**config.mk**
```make
export PLATFORM = sky130hd
export DESIGN_NAME = pcr_distance
export DESIGN_NICKNAME = d
export VERILOG_FILES = /design/src/rtl/pcr_pkg.sv /design/src/rtl/pcr_distance.sv
export SDC_FILE = /design/constraint.sdc
export NUM_CORES = 1
export LEC_CHECK = 0
export BUFFER_PORTS_ARGS = -buffer_cell sky130_fd_sc_hd__buf_4
export CAP_MARGIN = 15
export CORE_ASPECT_RATIO = 0.5
export CORE_UTILIZATION = 47
export CTS_CLUSTER_DIAMETER = 30
export DETAILED_ROUTE_END_ITERATION = 8
export PLACE_DENSITY = 0.68
export SLEW_MARGIN = 20
export SYNTH_ARGS = -nofsm -noshare
export SYNTH_HDL_FRONTEND = slang
export SYNTH_SLANG_ARGS = --single-unit
```
**constraint.sdc**
```tcl
create_clock -name i_clk -period 7.8 [get_ports i_clk]
set_clock_uncertainty 0.15 [all_clocks]
set_input_delay 0.78 -clock i_clk [delete_from_list [all_inputs] [get_ports i_clk]]
set_output_delay 0.78 -clock i_clk [all_outputs]
set_load 0.1 [all_outputs]
```
**src/rtl/pcr_pkg.sv**
```systemverilog
// ============================================================================
// pcr_pkg
// Shared types and constants of the palette color realizer.
// ============================================================================
package pcr_pkg;

    // operation codes of an input beat
    localparam logic [1:0] OP_WRITE     = 2'd0;
    localparam logic [1:0] OP_REALIZE   = 2'd1;
    localparam logic [1:0] OP_UNREALIZE = 2'd2;

    // palette types
    localparam logic [1:0] PT_INDEXED   = 2'd0;
    localparam logic [1:0] PT_BITFIELDS = 2'd1;
    localparam logic [1:0] PT_BGR       = 2'd2;
    localparam logic [1:0] PT_RGB       = 2'd3;

    // configuration register indexes
    localparam int         CFG_IDX_W        = 3;
    localparam logic [2:0] CFG_PALETTE_TYPE = 3'd0;
    localparam logic [2:0] CFG_ENTRY_COUNT  = 3'd1;
    localparam logic [2:0] CFG_RED_MASK     = 3'd2;
    localparam logic [2:0] CFG_GREEN_MASK   = 3'd3;
    localparam logic [2:0] CFG_BLUE_MASK    = 3'd4;

    localparam int COLOR_W = 32;
    localparam int COUNT_W = 9;

    // reset values of the registers
    localparam logic [1:0]         PALETTE_TYPE_RST = PT_RGB;
    localparam logic [COUNT_W-1:0] ENTRY_COUNT_RST  = 9'd3;
    localparam logic [COLOR_W-1:0] RED_MASK_RST     = 32'h0000_F800;
    localparam logic [COLOR_W-1:0] GREEN_MASK_RST   = 32'h0000_07E0;
    localparam logic [COLOR_W-1:0] BLUE_MASK_RST    = 32'h0000_001F;

    // squared RGB distance: at most 3 * 255^2, fits 18 bits
    localparam int               DIST_W    = 18;
    localparam logic [DIST_W-1:0] DIST_INIT = '1;

    // request into the bitfield unit
    typedef struct packed {
        logic go;
        logic unpack;
    } t_bf_req;

endpackage

```
**src/rtl/pcr_distance.sv**
```systemverilog
// ============================================================================
// pcr_distance
// Registered squared RGB distance between a palette entry and a color.
// ============================================================================
module pcr_distance #(
    parameter int AW = 8
) (
    input  logic                        i_clk,
    input  logic                        i_rst_n,
    input  logic                        i_valid,
    input  logic [AW-1:0]               i_idx,
    input  logic [pcr_pkg::COLOR_W-1:0] i_entry,
    input  logic [pcr_pkg::COLOR_W-1:0] i_rgb,
    output logic                        o_valid,
    output logic [AW-1:0]               o_idx,
    output logic [pcr_pkg::DIST_W-1:0]  o_dist
);

    logic [7:0]                 diff [3];
    logic [15:0]                sq   [3];
    logic [pcr_pkg::DIST_W-1:0] n_dist;
    logic                       r_valid;
    logic [AW-1:0]              r_idx;
    logic [pcr_pkg::DIST_W-1:0] r_dist;

    always_comb begin
        for (int k = 0; k < 3; k++) begin
            diff[k] = (i_rgb[8*k +: 8] > i_entry[8*k +: 8])
                    ? i_rgb[8*k +: 8] - i_entry[8*k +: 8]
                    : i_entry[8*k +: 8] - i_rgb[8*k +: 8];
            sq[k]   = diff[k] * diff[k];
        end
        n_dist = pcr_pkg::DIST_W'(sq[0]) + pcr_pkg::DIST_W'(sq[1])
               + pcr_pkg::DIST_W'(sq[2]);
    end

    always_ff @(posedge i_clk) begin
        if (!i_rst_n) begin
            r_valid <= 1'b0;
        end else begin
            r_valid <= i_valid;
        end
    end

    always_ff @(posedge i_clk) begin
        r_idx  <= i_idx;
        r_dist <= n_dist;
    end

    assign o_valid = r_valid;
    assign o_idx   = r_idx;
    assign o_dist  = r_dist;

endmodule

```
==> key figures <==
Worst setup path
  • CP Class: input port to flop
  • Setup crit start kind: input port
  • WP data arrival: a little under 8 ns
  • Worst path top cell family by delay: adder cells
  • CP endpoint kind: flop
  • CP max FO: 5
  • Max stage delay cell, worst path: fa_1
  • CP required: around 7.8 ns
  • Most used cell, CP: fa_1
  • Worst Path Buf+Inv: 9
  • CP max stage delay: 0.55 ns

Flow run
  • Max-cap viol count: 0

Yosys
  • Cells after Synth: around 900
  • Post-synth top cells: inv_1 (247), fa_1 (139), ha_1 (124)
  • Number of flops mapped to enable cells by yosys: 0
  • Synth area leader: fa_1
  • Yosys warning total: 0
  • Area contributors post-synth: fa_1 (35%), ha_1 (20%), inv_1 (12%)
  • Syn_nets: roughly 1200
  • #FFs+latches synth: 27
  • Mean Syn Cell Area: 8.88 sq um
  • Register area share after synthesis: under 10%
  • FFs w/ async S/R, synth: 0%
  • Top_reg_cell synth: dfxtp_1
  • Netlist Area Pre-Place: approximately 0.0079 sq mm
  • Synth top area share: 35.0%
  • Most common cell in the netlist: inv_1
  • Post-synth cell types: 54

Cells and area
  • Nets: roughly 1500
  • Filler cells: approximately 1300
  • Diode count: 0
  • Ratio of cells with drive above 1 in the final layout: 35.4%
  • Area grow syn2layout: 38.1%
  • Design Area, Final: between 0.01 and 0.015 sq mm
  • Final instance count without filler cells: approximately 1400
  • Fin util: 66.8%

Route
  • Wirelength, routed: roughly 19 mm
  • Met1 WL: about 9.5 mm
  • Via count: between 6000 and 7000
  • DR WL met3: between 700 and 800 microns
  • DR iter-0 viols: 214
  • Vias per cell: ~4.8
  • Highest metal used: met4
  • Drt wl/cell: roughly 14 microns
  • Remaining DRCs: 0
  • Met2 WL: a little under 9 mm
  • Final ANT Viol Nets: 0
  • Pre-Repair DR Iteration Count: 4

Floorplanning
  • Row count: 33
  • Io pins: approximately 100
  • Die Footprint: between 0.015 and 0.02 sq mm
  • Initial Utilization: around 48%
  • Die Span Y: ~94 microns
  • Chip width: about 190 microns
  • Core area: roughly 0.016 sq mm

Global routing
  • Gr ovfl total: 0
  • Largest net degree at the start of global routing: 18
  • First-pass GRT wire length: approximately 30 mm
  • Vias in the first global route: ~6800
  • GRT Overall Usage: between 20% and 30%
  • Initial antenna violation count: 0

Placement
  • Final GP Congestion: roughly 0.85
  • DPL Wire Length: roughly 16 mm
  • IO buf count: 85
  • Placed cells: ~1300
  • Placed cell area: 0.0101 sq mm

Clocking
  • Hold Buf Count CTS: 0
  • CTS tree: built
  • CTS max path bufs: 2
  • H-tree depth: 1
  • Clock-pin slew of the registers on the worst-case setup and hold paths: approximately 0.07 ns
  • Clock sink total: 27
  • Number of buffers created by CTS: 3
  • CTS Root Cell: clkbuf_16

Timing
  • Min Tclk post-route: around 7.9 ns
  • Fin crit share: 101%
  • Max-slew violation count: 0
  • Final count of negative-setup-slack endpoints: 3
  • Final Hold Fails: 0
  • Unrepaired setup endpoints after global routing: true
  • Max-slew headroom at the worst pin: between 60% and 70%
  • Worst Tran Pin Value: approximately 0.54 ns
  • Post-layout worst setup margin: -0.0911 ns
  • FMAX: approximately 0.13 GHz

Min path
  • Min-Delay Path Depth: 1
  • Hold EP: o_idx[4]
  • Hold WC Path Type: input port to flop
  • Min-delay src: i_idx[4]

Run status
  • Failing checks: negative setup slack
  • Status: finished, violations left
## layout by cell type (no fill, tap or decap), types with 12 or more instances in the layout
| cell | netlist | final |
|---|---|---|
| inv_2 | 1 | 18 |
| a21o_1 | 13 | 13 |
| xor2_1 | 14 | 12 |
| buf_6 | 0 | 15 |
| nor2_1 | 81 | 68 |
| inv_1 | 247 | 225 |
| nand2b_1 | 19 | 17 |
| fa_1 | 139 | 128 |
| dfxtp_1 | 27 | 27 |
| buf_4 | 0 | 258 |
| ha_1 | 124 | 112 |
| a21oi_1 | 42 | 34 |
| xnor2_1 | 21 | 15 |
| nand2_1 | 18 | 17 |
## flip-flops by register name, summed over array words and instances (netlist names)
name and flops:
o_dist 18, o_idx 8, o_valid 1
## layer usage
metal	global-route usage, %	vias up
met5	0	-
met4	2.39	0
met3	0.814	10
met2	36.7	159
met1	33.1	3214
li1	-	3245
## how the worst max path moves through the flow
| stage | cells after the start | end | slack (ns) | start |
|---|---|---|---|---|
| floorplan | 29 | o_dist[16] | -0.007 | i_rgb[16] |
| global placement | 30 | o_dist[16] | -0.37 | i_entry[16] |
| detailed placement | 30 | o_dist[16] | -0.52 | i_entry[16] |
| CTS | 33 | o_dist[16] | -0.05 | i_rgb[0] |
| global route | 31 | o_dist[15] | -0.33 | i_rgb[8] |
| finish | 33 | o_dist[15] | -0.09 | i_rgb[0] |
## repair_timing
action	in CTS	in global routing
gates resized for setup	42	93
pin swaps	28	76
endpoints found under the setup margin	6	7
setup buffers	17	19
hold endpoints to repair	0	0
## final cells by class
class / instances / area, sq um / area share (%)
sequential: 27 / 541 / 4.93
multi-input combinational: 602 / 6980 / 63.6
clock inverter: 1 / 8.76 / 0.0798
clock buffer: 3 / 75.1 / 0.684
tap: 227 / 284 / 2.59
inverter: 248 / 943 / 8.60
timing repair buffer: 275 / 2140 / 19.5
## stage by stage
| stage | TNS [ns] | setup slack, ns | hold WS, ns |
|---|---|---|---|
| 2_1_floorplan | -0.00677 | -0.00677 | 0.658 |
| 3_3_place_gp | -1.89 | -0.366 | 0.736 |
| 3_5_place_dp | -3.01 | -0.518 | 0.736 |
| 4_1_cts | -0.0942 | -0.0479 | 0.458 |
| 5_1_grt | -1.65 | -0.328 | 0.445 |
| 6_report | -0.204 | -0.0911 | 0.463 |
## kinds of logic (layout without fill, tap and decap cells)
group / count (synthesis) / after routing / synth area share, %
flip-flops: 27 / 27 / 6.80
XOR/XNOR: 35 / 35 / 3.86
multiplexers: 19 / 19 / 2.41
buffers and inverters: 266 / 527 / 12.7
AO/OA/AOI/OAI: 105 / 105 / 8.64
adder cells (fa/ha/maj): 263 / 263 / 54.5
AND/OR/NAND/NOR: 180 / 180 / 11.1
Power is not shown: default switching activity piles up to over one toggle a cycle in this logic, so the estimate is an artifact.
