--- config.mk ---
export PLATFORM = sky130hd
export DESIGN_NAME = pcr_bitfield
export DESIGN_NICKNAME = d
export VERILOG_FILES = /design/src/rtl/pcr_pkg.sv /design/src/rtl/pcr_bitfield.sv
export SDC_FILE = /design/constraint.sdc
export NUM_CORES = 1
export LEC_CHECK = 0
export CAP_MARGIN = 20
export CORE_ASPECT_RATIO = 1.5
export CORE_MARGIN = 10
export CORE_UTILIZATION = 45
export CTS_CLUSTER_SIZE = 16
export DETAILED_ROUTE_END_ITERATION = 8
export DONT_BUFFER_PORTS = 1
export PLACE_DENSITY = 0.68
export SYNTH_ARGS = -nofsm -noshare
export SYNTH_HDL_FRONTEND = slang
export SYNTH_SLANG_ARGS = --single-unit
export TNS_END_PERCENT = 10
--- constraint.sdc ---
create_clock -name i_clk -period 15.9 [get_ports i_clk]
set_input_delay 0 -clock i_clk [delete_from_list [all_inputs] [get_ports i_clk]]
set_output_delay 0 -clock i_clk [all_outputs]
set_load 0.01 [all_outputs]
--- src/rtl/pcr_pkg.sv ---
// ============================================================================
// pcr_pkg
// Shared types and constants of the palette color realizer.
// ============================================================================
package pcr_pkg;

    // operation codes of an input beat
    localparam logic [1:0] OP_WRITE     = 2'd0;
    localparam logic [1:0] OP_REALIZE   = 2'd1;
    localparam logic [1:0] OP_UNREALIZE = 2'd2;

    // palette types
    localparam logic [1:0] PT_INDEXED   = 2'd0;
    localparam logic [1:0] PT_BITFIELDS = 2'd1;
    localparam logic [1:0] PT_BGR       = 2'd2;
    localparam logic [1:0] PT_RGB       = 2'd3;

    // configuration register indexes
    localparam int         CFG_IDX_W        = 3;
    localparam logic [2:0] CFG_PALETTE_TYPE = 3'd0;
    localparam logic [2:0] CFG_ENTRY_COUNT  = 3'd1;
    localparam logic [2:0] CFG_RED_MASK     = 3'd2;
    localparam logic [2:0] CFG_GREEN_MASK   = 3'd3;
    localparam logic [2:0] CFG_BLUE_MASK    = 3'd4;

    localparam int COLOR_W = 32;
    localparam int COUNT_W = 9;

    // reset values of the registers
    localparam logic [1:0]         PALETTE_TYPE_RST = PT_RGB;
    localparam logic [COUNT_W-1:0] ENTRY_COUNT_RST  = 9'd3;
    localparam logic [COLOR_W-1:0] RED_MASK_RST     = 32'h0000_F800;
    localparam logic [COLOR_W-1:0] GREEN_MASK_RST   = 32'h0000_07E0;
    localparam logic [COLOR_W-1:0] BLUE_MASK_RST    = 32'h0000_001F;

    // squared RGB distance: at most 3 * 255^2, fits 18 bits
    localparam int               DIST_W    = 18;
    localparam logic [DIST_W-1:0] DIST_INIT = '1;

    // request into the bitfield unit
    typedef struct packed {
        logic go;
        logic unpack;
    } t_bf_req;

endpackage

--- src/rtl/pcr_bitfield.sv ---
// ============================================================================
// pcr_bitfield
// Bitfield pack / unpack sequencer, mask analysis then merge per channel mask.
// ============================================================================
module pcr_bitfield (
    input  logic                        i_clk,
    input  logic                        i_rst_n,
    input  pcr_pkg::t_bf_req            i_req,
    input  logic [pcr_pkg::COLOR_W-1:0] i_value,
    input  logic [pcr_pkg::COLOR_W-1:0] i_red_mask,
    input  logic [pcr_pkg::COLOR_W-1:0] i_green_mask,
    input  logic [pcr_pkg::COLOR_W-1:0] i_blue_mask,
    input  logic [1:0]                  i_mask_count,
    output logic                        o_done,
    output logic [pcr_pkg::COLOR_W-1:0] o_result
);

    // leading zeros, 32 for zero
    function automatic logic [5:0] lzc32(input logic [31:0] m);
        logic [5:0] n;
        n = 6'd32;
        for (int i = 0; i < 32; i++) begin
            if (m[i]) begin
                n = 6'(31 - i);
            end
        end
        return n;
    endfunction

    function automatic logic [3:0] pop8(input logic [7:0] b);
        logic [3:0] n;
        n = 4'd0;
        for (int i = 0; i < 8; i++) begin
            n = n + 4'(b[i]);
        end
        return n;
    endfunction

    function automatic logic [5:0] pop32(input logic [31:0] m);
        return 6'(pop8(m[7:0])) + 6'(pop8(m[15:8]))
             + 6'(pop8(m[23:16])) + 6'(pop8(m[31:24]));
    endfunction

    logic                        r_busy;
    logic                        r_phase;   // 0: mask analysis, 1: merge
    logic [1:0]                  r_chan;
    logic [1:0]                  r_count;
    logic                        r_unpack;
    logic [pcr_pkg::COLOR_W-1:0] r_value;
    logic [pcr_pkg::COLOR_W-1:0] r_acc;
    logic [pcr_pkg::COLOR_W-1:0] r_mask;
    logic [5:0]                  r_lz;
    logic [5:0]                  r_pop;
    logic                        r_done;

    logic [pcr_pkg::COLOR_W-1:0] sel_mask;
    logic [7:0]                  chan_byte;
    logic [pcr_pkg::COLOR_W-1:0] col;
    logic [pcr_pkg::COLOR_W-1:0] contrib;

    always_comb begin
        case (r_chan)
            2'd0:    sel_mask = i_red_mask;
            2'd1:    sel_mask = i_green_mask;
            2'd2:    sel_mask = i_blue_mask;
            default: sel_mask = '0;
        endcase
        chan_byte = r_value[8*r_chan +: 8];
        col       = (r_value & r_mask) << r_lz;
        if (r_pop != 6'd32) begin
            col = col | (col >> r_pop);
        end
        if (r_unpack) begin
            contrib = {24'd0, col[31:24]} << {r_chan, 3'b000};
        end else begin
            contrib = ({chan_byte, 24'd0} >> r_lz) & r_mask;
        end
    end

    always_ff @(posedge i_clk) begin
        if (!i_rst_n) begin
            r_busy <= 1'b0;
            r_done <= 1'b0;
        end else begin
            r_done <= 1'b0;
            if (!r_busy) begin
                if (i_req.go) begin
                    r_busy  <= 1'b1;
                    r_phase <= 1'b0;
                    r_chan  <= 2'd0;
                end
            end else if (!r_phase) begin
                r_phase <= 1'b1;
            end else begin
                r_phase <= 1'b0;
                if (r_chan == 2'd2) begin
                    r_busy <= 1'b0;
                    r_done <= 1'b1;
                end else begin
                    r_chan <= r_chan + 2'd1;
                end
            end
        end
    end

    // datapath
    always_ff @(posedge i_clk) begin
        if (!r_busy) begin
            if (i_req.go) begin
                r_value  <= i_value;
                r_unpack <= i_req.unpack;
                r_count  <= i_mask_count;
                r_acc    <= '0;
            end
        end else if (!r_phase) begin
            // channels beyond the mask count act as a zero mask
            r_mask <= (r_chan < r_count) ? sel_mask : '0;
            r_lz   <= lzc32(sel_mask);
            r_pop  <= pop32(sel_mask);
        end else if (r_mask != '0) begin
            r_acc <= r_acc | contrib;
        end
    end

    assign o_done   = r_done;
    assign o_result = r_acc;

endmodule

==> key figures <==
STA
  • Final Hold Viols: 0
  • RSZ-0062 raised after global routing: false
  • Slew headroom: 0.269
  • Final worst-path setup slack: 9.23 ns
  • Final setup fails: 0
  • Minimum clock period: 6.67 ns
  • Fin Setup TNS: 0 ns
  • Fmax: 0.150 GHz
  • Final Cycle Share: 0.419
  • Max Slew Vio Count: 0
  • Clk_skew: 0.0144 ns
  • Worst Tran Pin Value: 1.09 ns

Synth
  • Ys flop type: edfxtp_1
  • Syn nets: 1097
  • Yosys reg bits: 116
  • Share of flip-flops with an asynchronous set or reset: 0
  • Yosys warnings: 0
  • Sequential area share after synthesis: 0.380
  • Cell variety after synth: 69
  • Mapped Cells: 925
  • Mean area per synthesized cell: 9.85 µm²
  • Number of synthesized flops with an enable pin: 114
  • Mapped Area: 9110 µm²

CTS
  • Root Buffer: clkbuf_16
  • Post-CTS Setup Repair Bufs: 0
  • H-tree depth: 4
  • Cts bufs inserted: 17
  • CTS Sinks: 116
  • Skew-Pair Late Insertion Delay: 0.43 ns
  • CTS tree: built
  • CTS max path bufs: 2
  • CTS clock-pin slew for the worst setup and hold paths: 0.05 ns

Die
  • DIE AREA: 26400 µm²
  • Die Span X: 136 µm
  • CORE AREA: 19900 µm²
  • Ports: 167
  • Initial core utilization: 0.458
  • Die H: 194 µm
  • Cell Rows: 63

Placement
  • HPWL after DPL: 25.9 mm
  • GP Congestion: 0.975
  • PortBufs: 0
  • Worst slack, placed: 9.03 ns

Setup path
  • Most frequent CP cell: fa_1
  • Worst path buffer plus inverter count: 6
  • CP startpoint kind: flip-flop
  • Crit path DAT: 6.84 ns
  • CP Class: flip-flop to flip-flop
  • Worst path slowest cell: edfxtp_1
  • Crit-path leading delay family: adder cells
  • Setup crit end kind: flip-flop
  • WP data required: 16.08 ns
  • Max Fanout on Critical Path: 30
  • Worst path cell trace: inv_1 > ha_1 > buf_16 > a222oi_1 > nor2_1 > fa_1 > fa_1 > inv_1 > fa_1 > fa_1 > fa_1 > fa_1 > inv_1 > ha_1 > inv_1 > fa_1 > inv_1 > a21o_1 > a21oi_1 > xnor2_1
  • Crit-path max cell delay: 0.85 ns

Cells and area
  • Share of post-route cells with drive strength above 1: 0.126
  • Fill cells: 1837
  • Ant diodes: 0
  • Most frequent cells in the layout: edfxtp_1, nand2_1, nor2_1, inv_1, dlygate4sd3_1
  • Most common cell after layout, fill and taps aside: edfxtp_1
  • Fin nets: 1117
  • Area Growth Syn to Fin: 14.4%

GRT
  • Initial antenna violation count: 0
  • First-pass GRT wire length: 50.4 mm
  • Gr ovfl total: 0
  • M1 GR Usage: 0.276
  • Grt met3 use: 0.0415
  • GRT Util Overall: 0.252
  • Most Crowded Layer GR: met2
  • Pin count of the biggest net entering global routing: 42
  • Vias in the first global route: 8325
  • Met2 Resource Use GR: 0.431

Detailed routing
  • Final wirelength: 33.6 mm
  • DRT iter0 DRCs: 872
  • DR WL/cell: 27.6 µm
  • First-pass DRT Iterations: 8
  • Via count: 8250
  • DRC: 0
  • Final ANT Viol Nets: 0
  • Vias per cell: 6.78

Flow run
  • # Max-Cap Violations: 0

Worst hold path
  • Hold WC Path Type: input pin to flip-flop

Pwr
  • Pwr dens: 132 nW/µm²
  • Pleak: 0.00375 µW
  • Worst vdd ir: 0.103 mV

Outcome
  • Status: completed
[tightest hold or removal path: stages]
cell	delay, ns
nand2_1	0.04
a31o_2	0.18
nor2_1	0.06
[report_power, final]
group / switching, µW / internal, µW / total, µW / leakage, µW
sequential: 45.6 / 395 / 441 / 0.00112
combinational: 313 / 248 / 560 / 0.00236
clock: 132 / 243 / 375 / 0.000276
total: 490 / 886 / 1380 / 0.00375
[path summary, 6_finish.rpt]
check | startpoint | end | slack [ns] | cells past startpoint
max | r_chan[0] | r_pop[4] | 9.23 | 20
min | i_red_mask[17] | r_mask[17] | 0.03 | 3
max reg2reg | r_chan[0] | r_pop[4] | 9.23 | 20
min reg2reg | r_phase | r_busy | 0.66 | 1
[cells in the mapped netlist, types with 3 or more instances]
| library cell | count | area, µm² |
|---|---|---|
| edfxtp_1 | 114 | 3420 |
| o211ai_1 | 10 | 75.1 |
| a31o_2 | 9 | 78.8 |
| a222oi_1 | 22 | 220 |
| o21a_1 | 3 | 22.5 |
| and2_1 | 22 | 138 |
| nor3_1 | 16 | 80.1 |
| and3_1 | 8 | 50.1 |
| o311a_1 | 4 | 40.0 |
| mux2_2 | 12 | 135 |
| a21oi_1 | 30 | 150 |
| nor2b_1 | 12 | 75.1 |
| xnor2_1 | 3 | 26.3 |
| o21ai_0 | 28 | 140 |
| nor4_1 | 10 | 62.6 |
| nor2_1 | 89 | 334 |
| mux2i_1 | 13 | 130 |
| a21o_1 | 6 | 45.0 |
| nand2b_1 | 12 | 75.1 |
| o2111ai_1 | 3 | 26.3 |
| a31oi_1 | 26 | 163 |
| a221oi_1 | 5 | 43.8 |
| fa_1 | 24 | 480 |
| or3_1 | 6 | 37.5 |
| clkinv_1 | 3 | 11.3 |
| a211oi_1 | 9 | 67.6 |
| buf_2 | 5 | 25.0 |
| a22oi_1 | 4 | 30.0 |
| nand4b_1 | 9 | 78.8 |
| o22ai_1 | 28 | 175 |
| nand4_1 | 9 | 56.3 |
| o31ai_1 | 3 | 22.5 |
| nand2_1 | 108 | 405 |
| buf_1 | 8 | 30.0 |
| clkbuf_1 | 45 | 169 |
| or2_2 | 17 | 106 |
| a311oi_1 | 6 | 52.6 |
| nand3_1 | 30 | 150 |
| inv_1 | 55 | 206 |
| o41ai_1 | 6 | 52.6 |
| mux4_2 | 38 | 856 |
| ha_1 | 14 | 175 |
[layer usage]
layer / part of all wire / routed length [µm] / vias to the layer above
met5: 0 / 0 / -
met1: 0.34 / 11400 / 4008
met3: 0.080 / 2700 / 121
li1: - / - / 3582
met4: 0.072 / 2410 / 0
met2: 0.51 / 17100 / 539
[cell type report]
| cell class | instances | area (µm²) | share of cell area |
|---|---|---|---|
| inverters | 60 | 225 | 0.0216 |
| multi-input cells | 689 | 5210 | 0.500 |
| clock buffers | 20 | 437 | 0.0419 |
| repair buffers | 61 | 623 | 0.0598 |
| well taps | 260 | 325 | 0.0312 |
| flip-flops and latches | 116 | 3460 | 0.332 |
| clock inverters | 11 | 136 | 0.0131 |
[sequential cells by signal, summed over array words and instances (netlist names)]
name,cells
o_result,32
r_busy,1
r_unpack,1
r_chan,2
r_mask,32
r_value,32
r_pop,6
r_phase,1
r_count,2
r_lz,6
o_done,1
[cells by family (layout without fill, tap and decap cells)]
family	count (synthesis)	count (layout)	share of synthesized area
muxes	63	63	0.123
AOI/OAI and AO/OA	228	228	0.181
buffers and inverters	120	152	0.0510
adders and majority gates	38	38	0.0720
DFF	116	116	0.380
and+or+nand+nor	357	357	0.190
xor gates and xnor gates	3	3	0.00289
[through the flow]
| step | hold slack (ns) | power, µW | instance area [µm²] | utilization | cells |
|---|---|---|---|---|---|
| finish | 0.0324 | 1380 | 10400 | 0.524 | 1217 |
| global route | 0.0513 | 1470 | 10400 | 0.524 | 1217 |
| CTS | 0.0108 | 1380 | 10400 | 0.522 | 1215 |
| detailed placement | 0.0989 | 990 | 9320 | 0.469 | 1136 |
| global placement | 0.0990 | 967 | 9300 | 0.468 | 1135 |
| floorplan | 0.0989 | 851 | 9110 | - | 925 |
[what timing repair did]
item | 4_1_cts | 5_1_grt
hold buffers | 48 | 0
hold endpoints to repair | 44 | 0
resized for setup | 0 | 0
(Power assumes the default switching activity.)
